<file path="config.mk">
export PLATFORM = sky130hd
export DESIGN_NAME = tce_front
export DESIGN_NICKNAME = d
export VERILOG_FILES = /design/src/rtl/tce_pkg.sv /design/src/rtl/tce_front.sv
export SDC_FILE = /design/constraint.sdc
export NUM_CORES = 1
export LEC_CHECK = 0
export ABC_CLOCK_PERIOD_IN_PS = 1050
export BUFFER_PORTS_ARGS = -buffer_cell sky130_fd_sc_hd__buf_2
export CAP_MARGIN = 20
export CORE_AREA = 2 2 39 41
export DETAILED_ROUTE_END_ITERATION = 8
export DIE_AREA = 0 0 41 43
export SETUP_SLACK_MARGIN = 0.1
export SYNTH_ARGS = -nofsm -noshare
export SYNTH_HDL_FRONTEND = slang
export SYNTH_SLANG_ARGS = --single-unit
</file>
<file path="constraint.sdc">
create_clock -name vclk -period 1.05
set_input_delay 0.105 -clock vclk [all_inputs]
set_output_delay 0.105 -clock vclk [all_outputs]
set_load 0.005 [all_outputs]
</file>
<file path="src/rtl/tce_pkg.sv">
// Shared types, codes and constants of the text console engine.
package tce_pkg;

	localparam int COLS_DEF = 80;
	localparam int ROWS_DEF = 25;

	localparam int ROW_W = 5;
	localparam int COL_W = 7;

	localparam int CQ_DEPTH = 2;

	localparam logic [7:0] CH_NEWLINE          = 8'd10;
	localparam logic [7:0] CH_BACKSPACE        = 8'd8;
	localparam logic [7:0] CH_SPACE            = 8'd32;
	localparam logic [7:0] ATTR_WHITE_ON_BLACK = 8'd15;
	localparam logic [7:0] ATTR_RESET          = 8'd15;

	typedef enum logic [1:0] {
		MODE_PUT    = 2'd0,
		MODE_SETCUR = 2'd1,
		MODE_CLEAR  = 2'd2,
		MODE_READ   = 2'd3
	} mode_t;

	typedef enum logic [2:0] {
		OP_PUT,
		OP_NEWLINE,
		OP_BACKSPACE,
		OP_SETCUR,
		OP_CLEAR,
		OP_READ
	} op_t;

	typedef struct packed {
		op_t              op;
		logic [7:0]       ch;
		logic [ROW_W-1:0] row;
		logic [COL_W-1:0] col;
	} cmd_t;

	typedef enum logic [2:0] {
		ST_INIT,
		ST_IDLE,
		ST_READ,
		ST_SCROLL,
		ST_FILL
	} be_state_t;

endpackage

</file>
<file path="src/rtl/tce_front.sv">
// Front end: decode an input beat into a console command with clamped cell coordinates.
module tce_front import tce_pkg::*; #(
	parameter int COLS = COLS_DEF,
	parameter int ROWS = ROWS_DEF
) (
	input  logic             accept_en,
	input  logic             in_valid,
	output logic             in_ready,
	input  logic [1:0]       mode,
	input  logic [7:0]       char_code,
	input  logic [ROW_W-1:0] row,
	input  logic [COL_W-1:0] col,
	output logic             q_valid,
	input  logic             q_ready,
	output cmd_t             q_cmd
);

	logic [ROW_W-1:0] row_sat;
	logic [COL_W-1:0] col_sat;

	assign in_ready = accept_en & q_ready;
	assign q_valid  = accept_en & in_valid;

	// Clamp the target cell to the screen.
	always_comb begin
		if (int'(row) > ROWS - 1) begin
			row_sat = ROW_W'(ROWS - 1);
		end else begin
			row_sat = row;
		end
		if (int'(col) > COLS - 1) begin
			col_sat = COL_W'(COLS - 1);
		end else begin
			col_sat = col;
		end
	end

	always_comb begin
		q_cmd.ch  = char_code;
		q_cmd.row = row_sat;
		q_cmd.col = col_sat;
		unique case (mode_t'(mode))
			MODE_PUT: begin
				case (char_code)
					CH_NEWLINE:   q_cmd.op = OP_NEWLINE;
					CH_BACKSPACE: q_cmd.op = OP_BACKSPACE;
					default:      q_cmd.op = OP_PUT;
				endcase
			end
			MODE_SETCUR: q_cmd.op = OP_SETCUR;
			MODE_CLEAR:  q_cmd.op = OP_CLEAR;
			MODE_READ:   q_cmd.op = OP_READ;
			default:     q_cmd.op = OP_PUT;
		endcase
	end

endmodule

</file>
# Yosys cells after proc, flatten, opt, wreduce, memory -nomap -nowiden
# Cells that the tools add are included.
# Widths: inputs -> output; s select.
# totals
ff_bits	0
in_bits	25
wordCells	14
# op_classes
magnitude_cmp	2
n_eq_ne	5
muxes	4
bitwise_logic	2
reduce_logical	1
# op_table
op	n
$eq 8x4->1 const B	2
$pmux 3 s4	1
$gt 7x7->1 const B	1
$mux 7	1
$gt 5x5->1 const B	1
$mux 5	1
$eq 2x2->1 const B	2
$pmux 2 s2	1
$and 1x1->1	2
$eq 2x1->1 const B	1
$logic_not 2->1	1

# Depth between registers and ports, before layout
# depth
depth_word	3
mapped_depth	2
mapped_depth_nobuf	2

# Worst setup path before layout
# No wires, ideal clock.
# synth_path
kind	input port to output port
start	input port char_code[5]
end	output port q_cmd[21] (netlist bit)
arrival_ns	0.901
slack_ns	0.044
cell_stages	2
n_path_buf	0
cell_sequence	or4_4 -> o32ai_2
# synth_rtl
item	line_no	rtl
from (decl)	tce_front.sv:10	input logic [7:0] char_code,
to (decl)	tce_front.sv:15	output cmd_t q_cmd

==> impl_metrics.tcl <==
set metrics [dict create \
    ctsHoldBuffers 0 \
    crit_family "simple AND/OR/NAND/NOR gates" \
    yosys-top-cells-area "buf_4, and2_1, nand2b_1" \
    ir_worst_vdd_mv 0.09774 \
    port_buffers 50 \
    worstHoldPathCells 2 \
    mappedNetlistArea_um2 214.0 \
    path_class "input port to output port" \
    drc_errors 0 \
    fill_cells 157 \
    antenna_found_initial 0 \
    fmax_ghz 0.8155 \
    synth_mux_area_share_pct 0 \
    period_minus_slack_ns 1.226 \
    path_max_fanout 2 \
    initial_utilization_pct 15.46 \
    cpMaxStageDelayCell "or4_4" \
    synth.top_cell.area_share_pct 28.07 \
    dp_slack_ns -0.1928 \
    n_antenna_cell 0 \
    grt_util_all_layers_pct 6.194 \
    synthXorXnorAreaFrac_pct 0 \
    cp_cell_sequence "buf_6 -> or4_4 -> o32ai_2 -> buf_2" \
    hold_viol_final 0 \
    min_path_type "input port to output port" \
    place_congestion 0.5711 \
    min_period_over_period_pct 116.8 \
    synth_top_cell_by_area "buf_4" \
    final-setup-viol-count 2 \
    yosys.area_share.simple_pct 45.61 \
    max_cap_viol_count 0 \
    rows 14 \
    syn_avg_cell_area_um2 6.902 \
    drtPass1Iterations 2 \
    core_um2 1384 \
    drtAntennaViolNets 0 \
    grt_max_degree 5 \
    fp.dieW_um 41 \
    required_ns 0.94 \
    yosys.area_share.adder_pct 0 \
    syn-num-nets 56 \
    tightest_slew_ns 0.2656 \
    hpwl_um 647.1 \
    cp.buffers_inverters 2 \
    regArea_um2 0 \
    nets 97 \
    slew_headroom_pct 82.17 \
    grt_pass1_wl_um 841 \
    status "finished, violations left" \
    fin_hold_ws_ns 0.3737 \
    grt-ovfl-total 0 \
    post-synth-top-count-cell "buf_4" \
    clock_buffers 0 \
    cp-end-kind "output port" \
    grt_pass1_vias 241 \
    viasPerCell 3.884 \
    synth_compound_area_share_pct 15.79 \
    power.density_nw_per_um2 348.2 \
    path_depth 4 \
    ys_seq_area_share_pct 0 \
    synth_common_cells "buf_4, and2_1, clkbuf_1, nand2b_1" \
    p_leak_nw 0.2610 \
    min-delay-start "char_code[5]" \
    wirelength_um 688 \
    netlist_instances 31 \
    vias 334 \
    avgRoutedWirePerCell_um 8.000 \
    yosysWarnings 0 \
    whs_endpoint "q_cmd[17]" \
    die_y_um 43 \
    multi_input_area_um2 131.4 \
    first_iter_violations 6 \
    synth_top_family_by_area "simple AND/OR/NAND/NOR gates" \
    synth_cell_types 12 \
    seq_cells 0 \
    setup_slack_ns -0.1763 \
    violations "negative setup slack" \
    rsz0062_at_grt "yes" \
    die_area_um2 1763 \
    worst_setup_path_start_kind "input port" \
    area_growth_pct 100.6 \
    cpPeakStageDelay_ns 0.54 \
    num_io_pins 50 \
    report.final.slew_viol_count 0 \
    drive_above_1_share_pct 78.57 \
    critPathArrivalTime_ns 1.12 \
]
per-stage QoR:
step	power (mW)	cell area (µm²)	util, %	setup TNS (ns)	instances
after CTS	0.1489	422.9	30.56	-0.3391	86
after detailed placement	0.1461	416.7	30.11	-0.3578	86
after global placement	0.1444	416.7	30.11	-0.3545	86
after global routing	0.1678	429.2	31.01	-0.3800	86
after floorplan	0.06892	214.0	-	0	31
final	0.1494	429.2	31.01	-0.3249	86
cells in the final DEF (no fill, tap or decap):
master    count
buf_2        48
and2_1        5
nand2b_1      4
inv_1         2
nor2b_1       2
buf_6         2
o21ai_1       1
nand2_1       1
or4_4         1
or4b_4        1
o32ai_2       1
o31ai_2       1
buf_4         1
logic make-up (layout without fill, tap and decap cells):
kind of cell | after synthesis | in the layout
AOI/OAI and AO/OA | 3 | 3
buffers and inverters | 14 | 53
and+or+nand+nor | 14 | 14
what timing repair did:
action | in CTS | in global routing
gates resized for setup | 1 | 2
endpoints found under the setup margin | 2 | 5
pin swaps | 4 | 2
setup buffers | 0 | 0
layout make-up:
type / count / share of cell area (%)
inverters: 2 / 1.749
well taps: 16 / 4.665
multi-input cells: 17 / 30.61
repair buffers: 51 / 62.97
how the worst max path moves through the flow:
stage,end,start
2_1_floorplan,q_cmd[21],char_code[5]
4_1_cts,q_cmd[21],char_code[2]
3_3_place_gp,q_cmd[21],char_code[5]
6_report,q_cmd[21],char_code[5]
5_1_grt,q_cmd[21],char_code[5]
3_5_place_dp,q_cmd[21],char_code[5]
power breakdown:
| part | leakage (nW) | switching (mW) | internal (mW) | total, mW |
|---|---|---|---|---|
| clock network | 0 | 0 | 0 | 0 |
| logic | 0.261 | 0.0566 | 0.0928 | 0.149 |
| registers | 0 | 0 | 0 | 0 |
| total | 0.261 | 0.0566 | 0.0928 | 0.149 |
metal layers:
metal / wire length [µm] / GRT usage [%] / part of all wire, %
met5: 0 / 0 / 0
met4: 0 / 0 / 0
met3: 101 / 0 / 15
met2: 359 / 14.06 / 52
met1: 227 / 5.380 / 33
Note: power is estimated with default switching activity, not from simulation.
