File: src/rtl/tce_pkg.sv
// Shared types, codes and constants of the text console engine.
package tce_pkg;

	localparam int COLS_DEF = 80;
	localparam int ROWS_DEF = 25;

	localparam int ROW_W = 5;
	localparam int COL_W = 7;

	localparam int CQ_DEPTH = 2;

	localparam logic [7:0] CH_NEWLINE          = 8'd10;
	localparam logic [7:0] CH_BACKSPACE        = 8'd8;
	localparam logic [7:0] CH_SPACE            = 8'd32;
	localparam logic [7:0] ATTR_WHITE_ON_BLACK = 8'd15;
	localparam logic [7:0] ATTR_RESET          = 8'd15;

	typedef enum logic [1:0] {
		MODE_PUT    = 2'd0,
		MODE_SETCUR = 2'd1,
		MODE_CLEAR  = 2'd2,
		MODE_READ   = 2'd3
	} mode_t;

	typedef enum logic [2:0] {
		OP_PUT,
		OP_NEWLINE,
		OP_BACKSPACE,
		OP_SETCUR,
		OP_CLEAR,
		OP_READ
	} op_t;

	typedef struct packed {
		op_t              op;
		logic [7:0]       ch;
		logic [ROW_W-1:0] row;
		logic [COL_W-1:0] col;
	} cmd_t;

	typedef enum logic [2:0] {
		ST_INIT,
		ST_IDLE,
		ST_READ,
		ST_SCROLL,
		ST_FILL
	} be_state_t;

endpackage

File: src/rtl/tce_cmd_fifo.sv
// Short command queue between the front end and the execution back end.
module tce_cmd_fifo import tce_pkg::*; (
	input  logic clk,
	input  logic arst_n,
	input  logic push_valid,
	output logic push_ready,
	input  cmd_t push_cmd,
	output logic pop_valid,
	input  logic pop_ready,
	output cmd_t pop_cmd
);

	localparam int PW = (CQ_DEPTH > 1) ? $clog2(CQ_DEPTH) : 1;
	localparam int NW = $clog2(CQ_DEPTH + 1);

	cmd_t          slots_q [CQ_DEPTH];
	logic [PW-1:0] wr_ptr_q;
	logic [PW-1:0] rd_ptr_q;
	logic [NW-1:0] count_q;
	logic          do_push;
	logic          do_pop;

	assign push_ready = (count_q != NW'(CQ_DEPTH));
	assign pop_valid  = (count_q != '0);
	assign pop_cmd    = slots_q[rd_ptr_q];
	assign do_push    = push_valid & push_ready;
	assign do_pop     = pop_valid & pop_ready;

	always_ff @(posedge clk or negedge arst_n) begin
		if (!arst_n) begin
			wr_ptr_q <= '0;
			rd_ptr_q <= '0;
			count_q  <= '0;
		end else begin
			if (do_push) begin
				wr_ptr_q <= (wr_ptr_q == PW'(CQ_DEPTH - 1)) ? '0 : wr_ptr_q + PW'(1);
			end
			if (do_pop) begin
				rd_ptr_q <= (rd_ptr_q == PW'(CQ_DEPTH - 1)) ? '0 : rd_ptr_q + PW'(1);
			end
			if (do_push && !do_pop) begin
				count_q <= count_q + NW'(1);
			end else if (do_pop && !do_push) begin
				count_q <= count_q - NW'(1);
			end
		end
	end

	always_ff @(posedge clk) begin
		if (do_push) begin
			slots_q[wr_ptr_q] <= push_cmd;
		end
	end

endmodule

File: config.mk
export PLATFORM = sky130hd
export DESIGN_NAME = tce_cmd_fifo
export DESIGN_NICKNAME = d
export VERILOG_FILES = /design/src/rtl/tce_pkg.sv /design/src/rtl/tce_cmd_fifo.sv
export SDC_FILE = /design/constraint.sdc
export NUM_CORES = 1
export LEC_CHECK = 0
export BUFFER_PORTS_ARGS = -buffer_cell sky130_fd_sc_hd__buf_2
export CAP_MARGIN = 5
export CORE_MARGIN = 8
export CORE_UTILIZATION = 45
export CTS_CLUSTER_DIAMETER = 100
export DETAILED_ROUTE_END_ITERATION = 7
export GPL_ROUTABILITY_DRIVEN = 0
export PLACE_DENSITY = 0.71
export SKIP_CTS_REPAIR_TIMING = 1
export SYNTH_ARGS = -nofsm -noshare
export SYNTH_HDL_FRONTEND = slang
export SYNTH_SLANG_ARGS = --single-unit
File: constraint.sdc
create_clock -name clk -period 2.2 [get_ports clk]
set_input_delay 0.22 -clock clk [delete_from_list [all_inputs] [get_ports clk]]
set_output_delay 0.22 -clock clk [all_outputs]
set_load 0.005 [all_outputs]
Word level (Yosys, flattened, before mapping)

Memory sizes are Yosys's and may differ from the RTL's.
Cells that the tools add are included.

Bits in registers: 4
RAM bits: 46
Input bits: 27
Output and inout port bits: 25
Logic and storage cells: 23
Memories kept: 1

Memories:

| memory  | words | bits a word | read ports | clocked after memory_dff | wr ports | RTL line           | text |
|---|---|---|---|---|---|---|---|
| slots_q | 2     | 23          | 1          | 0                        | 1        | tce_cmd_fifo.sv:16 | `cmd_t slots_q [CQ_DEPTH];` |

$add $sub $neg: 4
Equal/unequal tests: 1
Muxes and demuxes: 6
Bitwise operators: 2
Reductions and logical operators: 6

Operators with widths:

| kind                  | count |
|---|---|
| $mux W1               | 4 |
| $mux W2               | 2 |
| $reduce_bool A2 Y1    | 2 |
| $add A1 B1 Y1 const B | 2 |
| $add A2 B1 Y2 const B | 1 |
| $and A1 B1 Y1         | 2 |
| $logic_and A1 B1 Y1   | 2 |
| $logic_not A1 Y1      | 2 |
| $ne A2 B2 Y1 const B  | 1 |
| $sub A2 B1 Y2 const B | 1 |

Longest topological paths before layout

Gate-level depths: netlist of run 1.

Depth after elaboration: 6
Depth in mapped cells: 7
Gate-level depth less buffers: 7

Worst setup path before layout of run 1

No wires, ideal clock.

Path kind: flip-flop to flip-flop
From: reg count_q[0]
To: mem slots_q[0][0] (netlist name) (enable)
Setup time: 0.403 ns
Data arrival time: 1.633 ns
Required time: 1.797 ns
Slack: 0.165 ns
Stages on the path, launching flop included: 4
Path buffers: 0
Period minus slack after synthesis: 2.035 ns
Cell sequence: dfrtp_1 nand2b_1 nand2_1 nor2_1

Longest elaborated chain between the ends: 4

RTL lines:

| item                          | RTL line           | text |
|---|---|---|
| from (decl)                   | tce_cmd_fifo.sv:19 | `logic [NW-1:0] count_q;` |
| from (signal assigned)        | tce_cmd_fifo.sv:42 | `count_q <= count_q + NW'(1);` |
| from (signal assigned)        | tce_cmd_fifo.sv:44 | `count_q <= count_q - NW'(1);` |
| $ne A2 B2 Y1                  | tce_cmd_fifo.sv:23 | `assign push_ready = (count_q != NW'(CQ_DEPTH));` |
| net push_ready                | tce_cmd_fifo.sv:6  | `output logic push_ready,` |
| $and A1 B1 Y1                 | tce_cmd_fifo.sv:26 | `assign do_push = push_valid & push_ready;` |
| $mux W1                       | tce_cmd_fifo.sv:50 | `if (do_push) begin` |
| $mux W1 (implied by the code) | tce_cmd_fifo.sv:51 | `slots_q[wr_ptr_q] <= push_cmd;` |
| to (decl)                     | tce_cmd_fifo.sv:16 |  |

The timed path passes the listed nets, and every way through them passes these cells.

==> results of run 1 <==
==> state kept, by name, indices dropped and copies added (netlist names) <==
| register | cells |
|---|---|
| count_q | 2 |
| rd_ptr_q | 1 |
| slots_q | 46 |
| wr_ptr_q | 1 |
==> per-stage QoR <==
| stage | area [µm²] | util (%) |
|---|---|---|
| 3_5_place_dp | 2280 | 53.4 |
| 3_3_place_gp | 2280 | 53.4 |
| 5_1_grt | 2400 | 56.2 |
| 4_1_cts | 2390 | 56.0 |
| 6_report | 2400 | 56.2 |
| 2_1_floorplan | 1960 | - |
==> power by group through the flow <==
stage | sequential, W | combinational (W) | clock (W)
2_1_floorplan | 0.00139 | 0.000752 | 0
3_3_place_gp | 0.00139 | 0.00103 | 0
3_5_place_dp | 0.00141 | 0.00105 | 0
4_1_cts | 0.00139 | 0.00105 | 0.000644
5_1_grt | 0.00140 | 0.00112 | 0.000689
6_report | 0.00138 | 0.00102 | 0.000624
==> layout make-up <==
type / instances / share of cell area [%]
clock buffers: 6 / 3.03
clock inverters: 2 / 1.57
inverters: 1 / 0.157
multi-input cells: 36 / 17.8
flip-flops and latches: 50 / 61.8
well taps: 52 / 2.72
repair buffers: 58 / 13.0
==> final timing paths <==
path | slack, ns | startpoint | end
min in group asynchronous | 0.25 | arst_n | count_q[1]
hold reg to reg | 0.52 | wr_ptr_q | wr_ptr_q
setup / recovery | 0.58 | rd_ptr_q | pop_cmd[3]
hold / removal | 0.11 | push_cmd[6] | slots_q[1][6]
setup reg to reg | 0.66 | count_q[0] | count_q[1]
max in group asynchronous | 1.83 | arst_n | wr_ptr_q
==> kinds of logic after synthesis <==
family | share of synthesized area (%)
buffers and inverters | 2.81
and+or+nand+nor | 1.85
adders and majority gates | 0.638
DFF | 75.6
muxes | 16.9
xor gates and xnor gates | 2.24
==> layer usage <==
layer	vias to the layer above	share of wire, %	GRT usage (%)
met2	35	51	17.9
met5	-	0	0
li1	463	-	-
met1	457	41	12.2
met3	4	7.0	3.94
met4	0	0.92	4.21
==> cells in the final DEF (no fill, tap or decap) <==
cell,Yosys,layout
nand2_2,1,1
inv_1,1,1
ha_1,1,1
buf_2,0,51
dlygate4sd3_1,0,1
dfrtp_1,4,4
nand2_1,1,1
xnor2_1,3,3
and3_1,1,1
clkinvlp_4,0,1
clkbuf_8,0,5
bufinv_16,0,1
nor2_2,0,1
mux2_2,4,4
buf_4,0,6
nand2b_1,1,1
or2_1,1,1
mux2_4,19,19
clkbuf_1,0,1
xor2_1,2,2
nor2_1,2,1
edfxtp_1,46,46
==> results.json, run 1 <==
{
  "pin_count": 52,
  "vdd_drop_max_uv": 722,
  "slowest_delay_ns": 0.37,
  "firstDrtPassIters": 4,
  "dp.cells": 196,
  "netlist_top_cells_area": "edfxtp_1 70%, mux2_4 15%, dfrtp_1 5.1%",
  "fin_skew_ns": 0.00528,
  "fin_setup_tns_ns": 0,
  "drive_gt1_share_pct": 58.2,
  "path_cells": "buf_4, mux2_2, buf_2",
  "critPathTopFamily": "buffers and inverters",
  "drt_iter0_drc": 101,
  "seq_area_frac_synth_pct": 75.6,
  "status": "completed",
  "fmax_mhz": 619,
  "synthCells": 90,
  "critical_path_class": "flop to primary output",
  "htreeDepth": 2,
  "leakagePower_nw": 0.981,
  "hold_violations": 0,
  "routedWlPerCell_um": 16.4,
  "detailedPlace.worstSlack_ns": 0.664,
  "grt_pass1_vias": 1083,
  "holdPathStages": 1,
  "required_ns": 1.98,
  "comb_power_share_pct": 33.8,
  "worst-path-stages": 3,
  "synth.net_count": 118,
  "hold_slack_ns": 0.112,
  "cts_tree": "built",
  "seq_power_share_pct": 45.6,
  "grt_pass1_wl_mm": 5.31,
  "crit_path_end_kind": "primary output",
  "nFillCells": 346,
  "grt_start_max_net_pins": 16,
  "track_usage_pct": 10.7,
  "synth_common_cells": "46 x edfxtp_1, 19 x mux2_4, 4 x dfrtp_1, 4 x mux2_2, 3 x xnor2_1",
  "total_power_w": 0.00303,
  "insertion_delay_ns": 0.29,
  "syn_area_um2": 1960,
  "cp_slowest_cell": "mux2_2",
  "hpwl_mm": 2.51,
  "grt_antenna_before_repair": 0,
  "multi_input_area_um2": 425,
  "drv_slew": 0,
  "swShare_pct": 27.0,
  "crit_buf_inv": 2,
  "synth_top_area_share_pct": 70.5,
  "grt_setup_unrepaired": "false",
  "root_buffer": "clkbuf_8",
  "finalWorstSetupSlack_ns": 0.583,
  "antenna_cells": 0,
  "via_count": 959,
  "cp_max_fo": 13,
  "cts_sinks": 50,
  "coreArea_um2": 4260,
  "max-clock-path-buffers": 2,
  "drcViolationCount": 0,
  "start_util_pct": 46.0,
  "synth_cell_types": 16,
  "p_sw_w": 0.000817,
  "synth_seq_cells": 50,
  "regArea_um2": 1480,
  "die-width_um": 82.0,
  "area_delta_synth_final_pct": 22.3,
  "powerDensity_nw_per_um2": 1260,
  "setup_violations": 0,
  "clk_pin_slew_ns": 0.09,
  "fin_cells": 205,
  "cp-start-kind": "flop",
  "fin_crit_sh_pct": 73.5,
  "die-area_um2": 6720,
  "arrival_ns": 1.40,
  "yosysTopAreaCell": "edfxtp_1",
  "ys.warnings.count": 0,
  "reg2reg_depth": 7,
  "vias_per_cell": 4.68,
  "timing.slew.headroom_pct": 85.0,
  "max_cap_violations": 0,
  "pwr-share-clk_pct": 20.6,
  "cts_buffers": 5,
  "ys.flop_type": "edfxtp_1",
  "post-synth-top-count-cell": "edfxtp_1",
  "antenna_left": 0,
  "io_buffers": 51,
  "die_h_um": 82.0,
  "routed_wl_mm": 3.36,
  "grt-ovfl-total": 0,
  "synth_area_per_cell_um2": 21.8,
  "synth_edf_count": 46,
  "timing.final.crit_period_ns": 1.62,
  "hold_class": "input port to flop",
  "num_rows": 24,
  "async_flop_share_pct": 8.00,
  "tightest_slew_ns": 0.225,
  "final_nets": 180,
  "p_int_w": 0.00221
}
Power figures use the tool's default switching activity.
==> inputs of run 2 (changes only) <==
--- a/config.mk
+++ b/config.mk
@@ -5,6 +5,7 @@
 export SDC_FILE = /design/constraint.sdc
 export NUM_CORES = 1
 export LEC_CHECK = 0
+export ABC_AREA = 1
 export BUFFER_PORTS_ARGS = -buffer_cell sky130_fd_sc_hd__buf_2
 export CAP_MARGIN = 5
 export CORE_MARGIN = 8
@@ -12,7 +13,7 @@
 export CTS_CLUSTER_DIAMETER = 100
 export DETAILED_ROUTE_END_ITERATION = 7
 export GPL_ROUTABILITY_DRIVEN = 0
-export PLACE_DENSITY = 0.71
+export PLACE_DENSITY = 0.74
 export SKIP_CTS_REPAIR_TIMING = 1
 export SYNTH_ARGS = -nofsm -noshare
 export SYNTH_HDL_FRONTEND = slang
==> constraint.sdc (replaced) <==
create_clock -name clk -period 1.3 [get_ports clk]
set_input_delay 0.13 -clock clk [delete_from_list [all_inputs] [get_ports clk]]
set_output_delay 0.13 -clock clk [all_outputs]
set_load 0.005 [all_outputs]
==> run 2 against run 1 <==
Net effect:
- the flow now finishes with violations (setup timing)
- clock-buffer cell count fell by 1
- synthesized cell count is 66% higher
- non-clock buffer count rose by 14
- final area rose by 14%
- die area rose by 0.21%
- critical path depth rose by 2
- cell count grew 35%
- flip-flop and latch count stayed put
- routed wire length up 18%
- largest cell class unchanged
==> results.json, run 2 <==
{
  "status": "complete, but fails checks",
  "violations": "setup timing",
  "path_cells": "buf_12, buf_12, nand2_2, nand2_1, buf_2",
  "vias_per_cell": 4.68,
  "hold_slack_ns": 0.0189,
  "cp_slowest_cell": "dfrtp_2",
  "layout_common_cells": "51 x buf_2, 46 x nand2_1, 46 x edfxtp_1, 26 x nand2_2, 9 x buf_4",
  "die_h_um": 82.1,
  "grt_pass1_wl_mm": 5.55,
  "timing.slew.headroom_pct": 86.0,
  "start_util_pct": 45.7,
  "clk_pin_slew_ns": 0.09,
  "async_flop_share_pct": 8.00,
  "hold_violations": 0,
  "synth_seq_cells": 50,
  "syn_area_um2": 1960,
  "holdPathEnd": "slots_q[1][4]",
  "required_ns": 1.17,
  "ys.flop_type": "edfxtp_1",
  "synth.net_count": 177,
  "top_layer": "met4",
  "root_buffer": "clkbuf_8",
  "post-synth-top-count-cell": "nand2_1",
  "grt_antenna_before_repair": 0,
  "firstDrtPassIters": 4,
  "fmax_mhz": 724,
  "routedWlPerCell_um": 14.3,
  "total_power_w": 0.00590,
  "hpwl_mm": 2.55,
  "timing.rr.start": "count_q[1]",
  "drt_iter0_drc": 67,
  "synth_cell_types": 17,
  "hold_class": "input port to flop",
  "nFillCells": 316,
  "tightest_slew_ns": 0.210,
  "holdPathStages": 1,
  "setup_violations": 47,
  "grt_setup_unrepaired": "true",
  "cts_buffers": 5,
  "fin_crit_sh_pct": 106,
  "grt-ovfl-total": 0,
  "multi_input_area_um2": 508,
  "vdd_drop_max_uv": 1070,
  "final_core_util_pct": 63.5,
  "coreArea_um2": 4290,
  "io_buffers": 51,
  "regArea_um2": 1480,
  "wl_met1_mm": 1.54,
  "synth_area_per_cell_um2": 13.2,
  "track_usage_pct": 11.1,
  "largest_reg_flops": 46,
  "via_count": 1295,
  "fin_cells": 277,
  "fin_skew_ns": 0.00669,
  "die-width_um": 82.1,
  "synthCells": 149,
  "max_cap_violations": 0,
  "regToRegEndpoint": "slots_q[0][18]",
  "htreeDepth": 2,
  "regToRegSetupSlack_ns": -0.07,
  "pin_count": 52,
  "max-clock-path-buffers": 2,
  "drive_gt1_share_pct": 54.2,
  "reg2reg_depth": 5,
  "top_regs": "slots_q: 46 flops, count_q: 2 flops",
  "grt_start_max_net_pins": 25,
  "insertion_delay_ns": 0.29,
  "antenna_cells": 0,
  "met2WireLength_mm": 2.06,
  "min_from": "push_cmd[4]",
  "yosysTopAreaCell": "edfxtp_1",
  "largest_register": "slots_q",
  "critical_path_class": "flop to primary output",
  "routed_wl_mm": 3.97,
  "cp-start-kind": "flop",
  "num_rows": 24,
  "drcViolationCount": 0,
  "grt_pass1_vias": 1256,
  "cp_max_fo": 8,
  "cts_tree": "built",
  "cts_sinks": 50,
  "seq_area_frac_synth_pct": 75.4,
  "slowest_delay_ns": 0.42,
  "dr_wl_met3_um": 280,
  "drv_slew": 0,
  "synth_edf_count": 46,
  "ys.warnings.count": 0,
  "cpMostUsedCell": "buf_12",
  "finalWorstSetupSlack_ns": -0.0818,
  "crit_path_end_kind": "primary output",
  "netlist_top_cells_area": "edfxtp_1 70%, nand2_1 13%, dfrtp_1 5.1%",
  "dp.cells": 255,
  "arrival_ns": 1.25,
  "powerDensity_nw_per_um2": 2160,
  "layout_commonest_cell": "buf_2",
  "synth_top_area_share_pct": 70.3,
  "area_delta_synth_final_pct": 38.7,
  "final_nets": 252,
  "timing.final.crit_period_ns": 1.38,
  "leakagePower_nw": 1.19,
  "die-area_um2": 6740,
  "synth_common_cells": "69 x nand2_1, 46 x edfxtp_1, 8 x nand2_2, 4 x dfrtp_1, 4 x inv_1",
  "antenna_left": 0
}
[run 2: final cells by class]
| type | instances | share of cell area [%] |
|---|---|---|
| clock buffer | 5 | 2.53 |
| clock inverter | 3 | 0.597 |
| inverter | 7 | 1.42 |
| multi-input combinational | 87 | 18.6 |
| sequential | 50 | 54.4 |
| tap | 52 | 2.39 |
| timing repair buffer | 72 | 19.6 |
| timing repair inverter | 1 | 0.413 |
[run 2: worst max-delay path, delay by kind of cell, from the launching register on]
family,cells,cell delay (ns)
flops,1,0.42
simple gates,2,0.11
buf+inv,3,0.42
[run 2: per-stage QoR]
step	area [µm²]	TNS [ns]	worst slack (ns)
floorplan	1980	-1.76	-0.0401
global placement	2340	0	0.0172
detailed placement	2340	-0.0208	-0.0208
CTS	2430	-3.11	-0.165
global route	2730	-4.73	-0.133
finish	2730	-2.41	-0.0818
[run 2: routing by layer]
layer,global-route usage (%),vias up
met5,0,-
met4,6.67,0
met3,4.49,9
met2,17.4,44
met1,12.5,602
li1,-,640
[run 2: how the worst max path moves through the flow]
stage,startpoint,to,cells after the start
after floorplan,count_q[0],count_q[1],9
after global placement,count_q[0],count_q[1],9
after detailed placement,count_q[0],count_q[1],9
after CTS,rd_ptr_q,pop_cmd[17],4
after global routing,rd_ptr_q,pop_cmd[15],5
final,rd_ptr_q,pop_cmd[15],5
[run 2: cell families (layout without fill, tap and decap cells)]
group / after synthesis / in the layout / share of synthesized area [%]
XOR/XNOR: 2 / 2 / 1.27
adder cells (fa/ha/maj): 1 / 1 / 0.637
buffers and inverters: 12 / 88 / 4.59
flip-flops: 50 / 50 / 75.4
AND/OR/NAND/NOR: 84 / 84 / 18.1
[run 2: where the power goes]
part	internal, W	switching, W	leakage, nW
Clock	0.000368	0.000473	0.0416
Combinational	0.00130	0.00139	0.678
Sequential	0.00221	0.000154	0.474
==> inputs of run 3 (changes only) <==
--- a/config.mk
+++ b/config.mk
@@ -13,7 +13,9 @@
 export CTS_CLUSTER_DIAMETER = 100
 export DETAILED_ROUTE_END_ITERATION = 7
 export GPL_ROUTABILITY_DRIVEN = 0
+export HOLD_SLACK_MARGIN = 0.12
 export PLACE_DENSITY = 0.74
+export RECOVER_POWER = 50
 export SKIP_CTS_REPAIR_TIMING = 1
 export SYNTH_ARGS = -nofsm -noshare
 export SYNTH_HDL_FRONTEND = slang
==> run 3 against run 2 <==
Net effect:
- the run still ends with setup timing left
- setup slack improved by 0.0045 ns
- register-to-register slack barely moved
- sequential share of layout area fell by 4.0 points
- global-route usage is the same
- final area is 7.9% higher
- critical path depth is the same
- flip-flop and latch count stayed put
- non-clock buffer count up 23
- sequential power about the same
- first-iteration DRC count rose by 15%
- critical endpoint is now slots_q[0][18]
- largest power group unchanged
- highest routed layer unchanged
==> results.json, run 3 (synthesized netlist as in run 2, its figures left out) <==
{
  "status": "complete, but fails checks",
  "violations": "setup timing",
  "cp-start-kind": "flop",
  "fmax_mhz": 726,
  "htreeDepth": 2,
  "timing.rr.start": "count_q[1]",
  "hold_class": "input port to async pin",
  "die-width_um": 82.1,
  "setup.worst_path.start": "count_q[1]",
  "routed_wl_mm": 4.25,
  "powerDensity_nw_per_um2": 2030,
  "top_regs": "slots_q: 46 flops, count_q: 2 flops",
  "clk_pin_slew_ns": 0.08,
  "finalWorstSetupSlack_ns": -0.0773,
  "num_rows": 24,
  "grt-ovfl-total": 0,
  "critPathTopFamily": "flip-flops",
  "antenna_cells": 0,
  "grt_pass1_wl_mm": 5.55,
  "critical_path_class": "flop to flop",
  "fin_crit_sh_pct": 106,
  "largest_reg_flops": 46,
  "crit_path_end_kind": "flop",
  "largest_register": "slots_q",
  "nFillCells": 295,
  "placed_area_um2": 2340,
  "reg2reg_depth": 5,
  "cp_max_fo": 11,
  "max-clock-path-buffers": 2,
  "drv_slew": 0,
  "setup_violations": 47,
  "io_buffers": 51,
  "regToRegEndpoint": "slots_q[0][18]",
  "cts_tree": "built",
  "routedWlPerCell_um": 14.2,
  "pin_count": 52,
  "hold_slack_ns": 0.227,
  "fin_setup_tns_ns": -2.40,
  "max_cap_violations": 0,
  "tightest_slew_ns": 0.267,
  "endpoint": "slots_q[0][18]",
  "vias_per_cell": 4.70,
  "regToRegSetupSlack_ns": -0.08,
  "fin_cells": 300,
  "dp.cells": 255,
  "cp_slowest_cell": "dfrtp_1",
  "design_area_um2": 2940,
  "leakagePower_nw": 1.26,
  "worst-path-stages": 5,
  "path_cells": "nand2_4, nand2_4, buf_12, nor2_4, clkbuf_16",
  "drive_gt1_share_pct": 44.8,
  "track_usage_pct": 11.1,
  "timing.final.crit_period_ns": 1.38,
  "antenna_left": 0,
  "hold_violations": 0,
  "arrival_ns": 1.39,
  "via_count": 1411,
  "hpwl_mm": 2.55,
  "cts_sinks": 50,
  "coreArea_um2": 4290,
  "start_util_pct": 45.7,
  "cts_buffers": 5,
  "slowest_delay_ns": 0.42,
  "fin_skew_ns": 0.00439,
  "firstDrtPassIters": 4,
  "crit_buf_inv": 2,
  "grt_setup_unrepaired": "true",
  "die-area_um2": 6740,
  "grt_antenna_before_repair": 0,
  "timing.slew.headroom_pct": 82.2,
  "die_h_um": 82.1,
  "root_buffer": "clkbuf_8",
  "drt_iter0_drc": 77,
  "cpMostUsedCell": "nand2_4",
  "grt_start_max_net_pins": 25,
  "detailedPlace.worstSlack_ns": -0.0208,
  "area_delta_synth_final_pct": 49.7,
  "vdd_drop_max_uv": 1070,
  "layout_common_cells": "46 x nand2_1, 46 x edfxtp_1, 39 x buf_2, 26 x nand2_2, 25 x dlygate4sd3_1",
  "required_ns": 1.31,
  "insertion_delay_ns": 0.29,
  "grt_pass1_vias": 1256,
  "final_nets": 275,
  "drcViolationCount": 0
}
[run 3: changes by cell type in the layout (fill, tap and decap cells not counted), sizes merged]
cell and delta:
buf -12, clkbuf +12, dlygate4sd3 +23
[run 3: where the power goes]
group | switching (W) | internal [W] | total, W
sequential | 0.000151 | 0.00221 | 0.00236
combinational | 0.00143 | 0.00134 | 0.00277
clock | 0.000473 | 0.000368 | 0.000842
[run 3: layer usage]
layer / track usage [%] / part of all wire [%] / vias to the layer above
li1: - / - / 688
met1: 12.5 / 42 / 657
met2: 17.4 / 51 / 60
met3: 4.49 / 5.7 / 6
met4: 6.67 / 1.7 / 0
met5: 0 / 0 / -
[run 3: worst min-delay path by stage]
| stage | startpoint | to | slack, ns | cells after the start |
|---|---|---|---|---|
| 6_report | arst_n | wr_ptr_q | 0.23 | 2 |
| 5_1_grt | arst_n | wr_ptr_q | 0.23 | 2 |
| 4_1_cts | arst_n | wr_ptr_q | -0.38 | 1 |
| 3_5_place_dp | arst_n | count_q[0] | -0.06 | 1 |
| 3_3_place_gp | arst_n | count_q[0] | -0.06 | 1 |
| 2_1_floorplan | arst_n | count_q[0] | -0.17 | 0 |
[run 3: stage by stage]
step                power (W)  util (%)
finish                0.00597      68.5
global route          0.00637      68.5
CTS                   0.00516      56.5
detailed placement    0.00433      54.5
global placement      0.00429      54.5
floorplan             0.00357         -
[run 3: area by class of cell]
type	count	area (µm²)	area share (%)
Tap cell	52	65.1	2.21
Inverter	7	38.8	1.32
Timing Repair Buffer	95	751	25.5
Sequential cell	50	1480	50.4
Clock inverter	3	16.3	0.553
Timing Repair inverter	1	11.3	0.383
Clock buffer	5	68.8	2.34
Multi-Input combinational cell	87	508	17.3
[run 3: worst register-to-register path, delay by kind of cell (launching register included)]
kind                   cells  cell delay, ns
buffers and inverters      2            0.34
AND/OR/NAND/NOR            3            0.34
flip-flops                 1            0.42
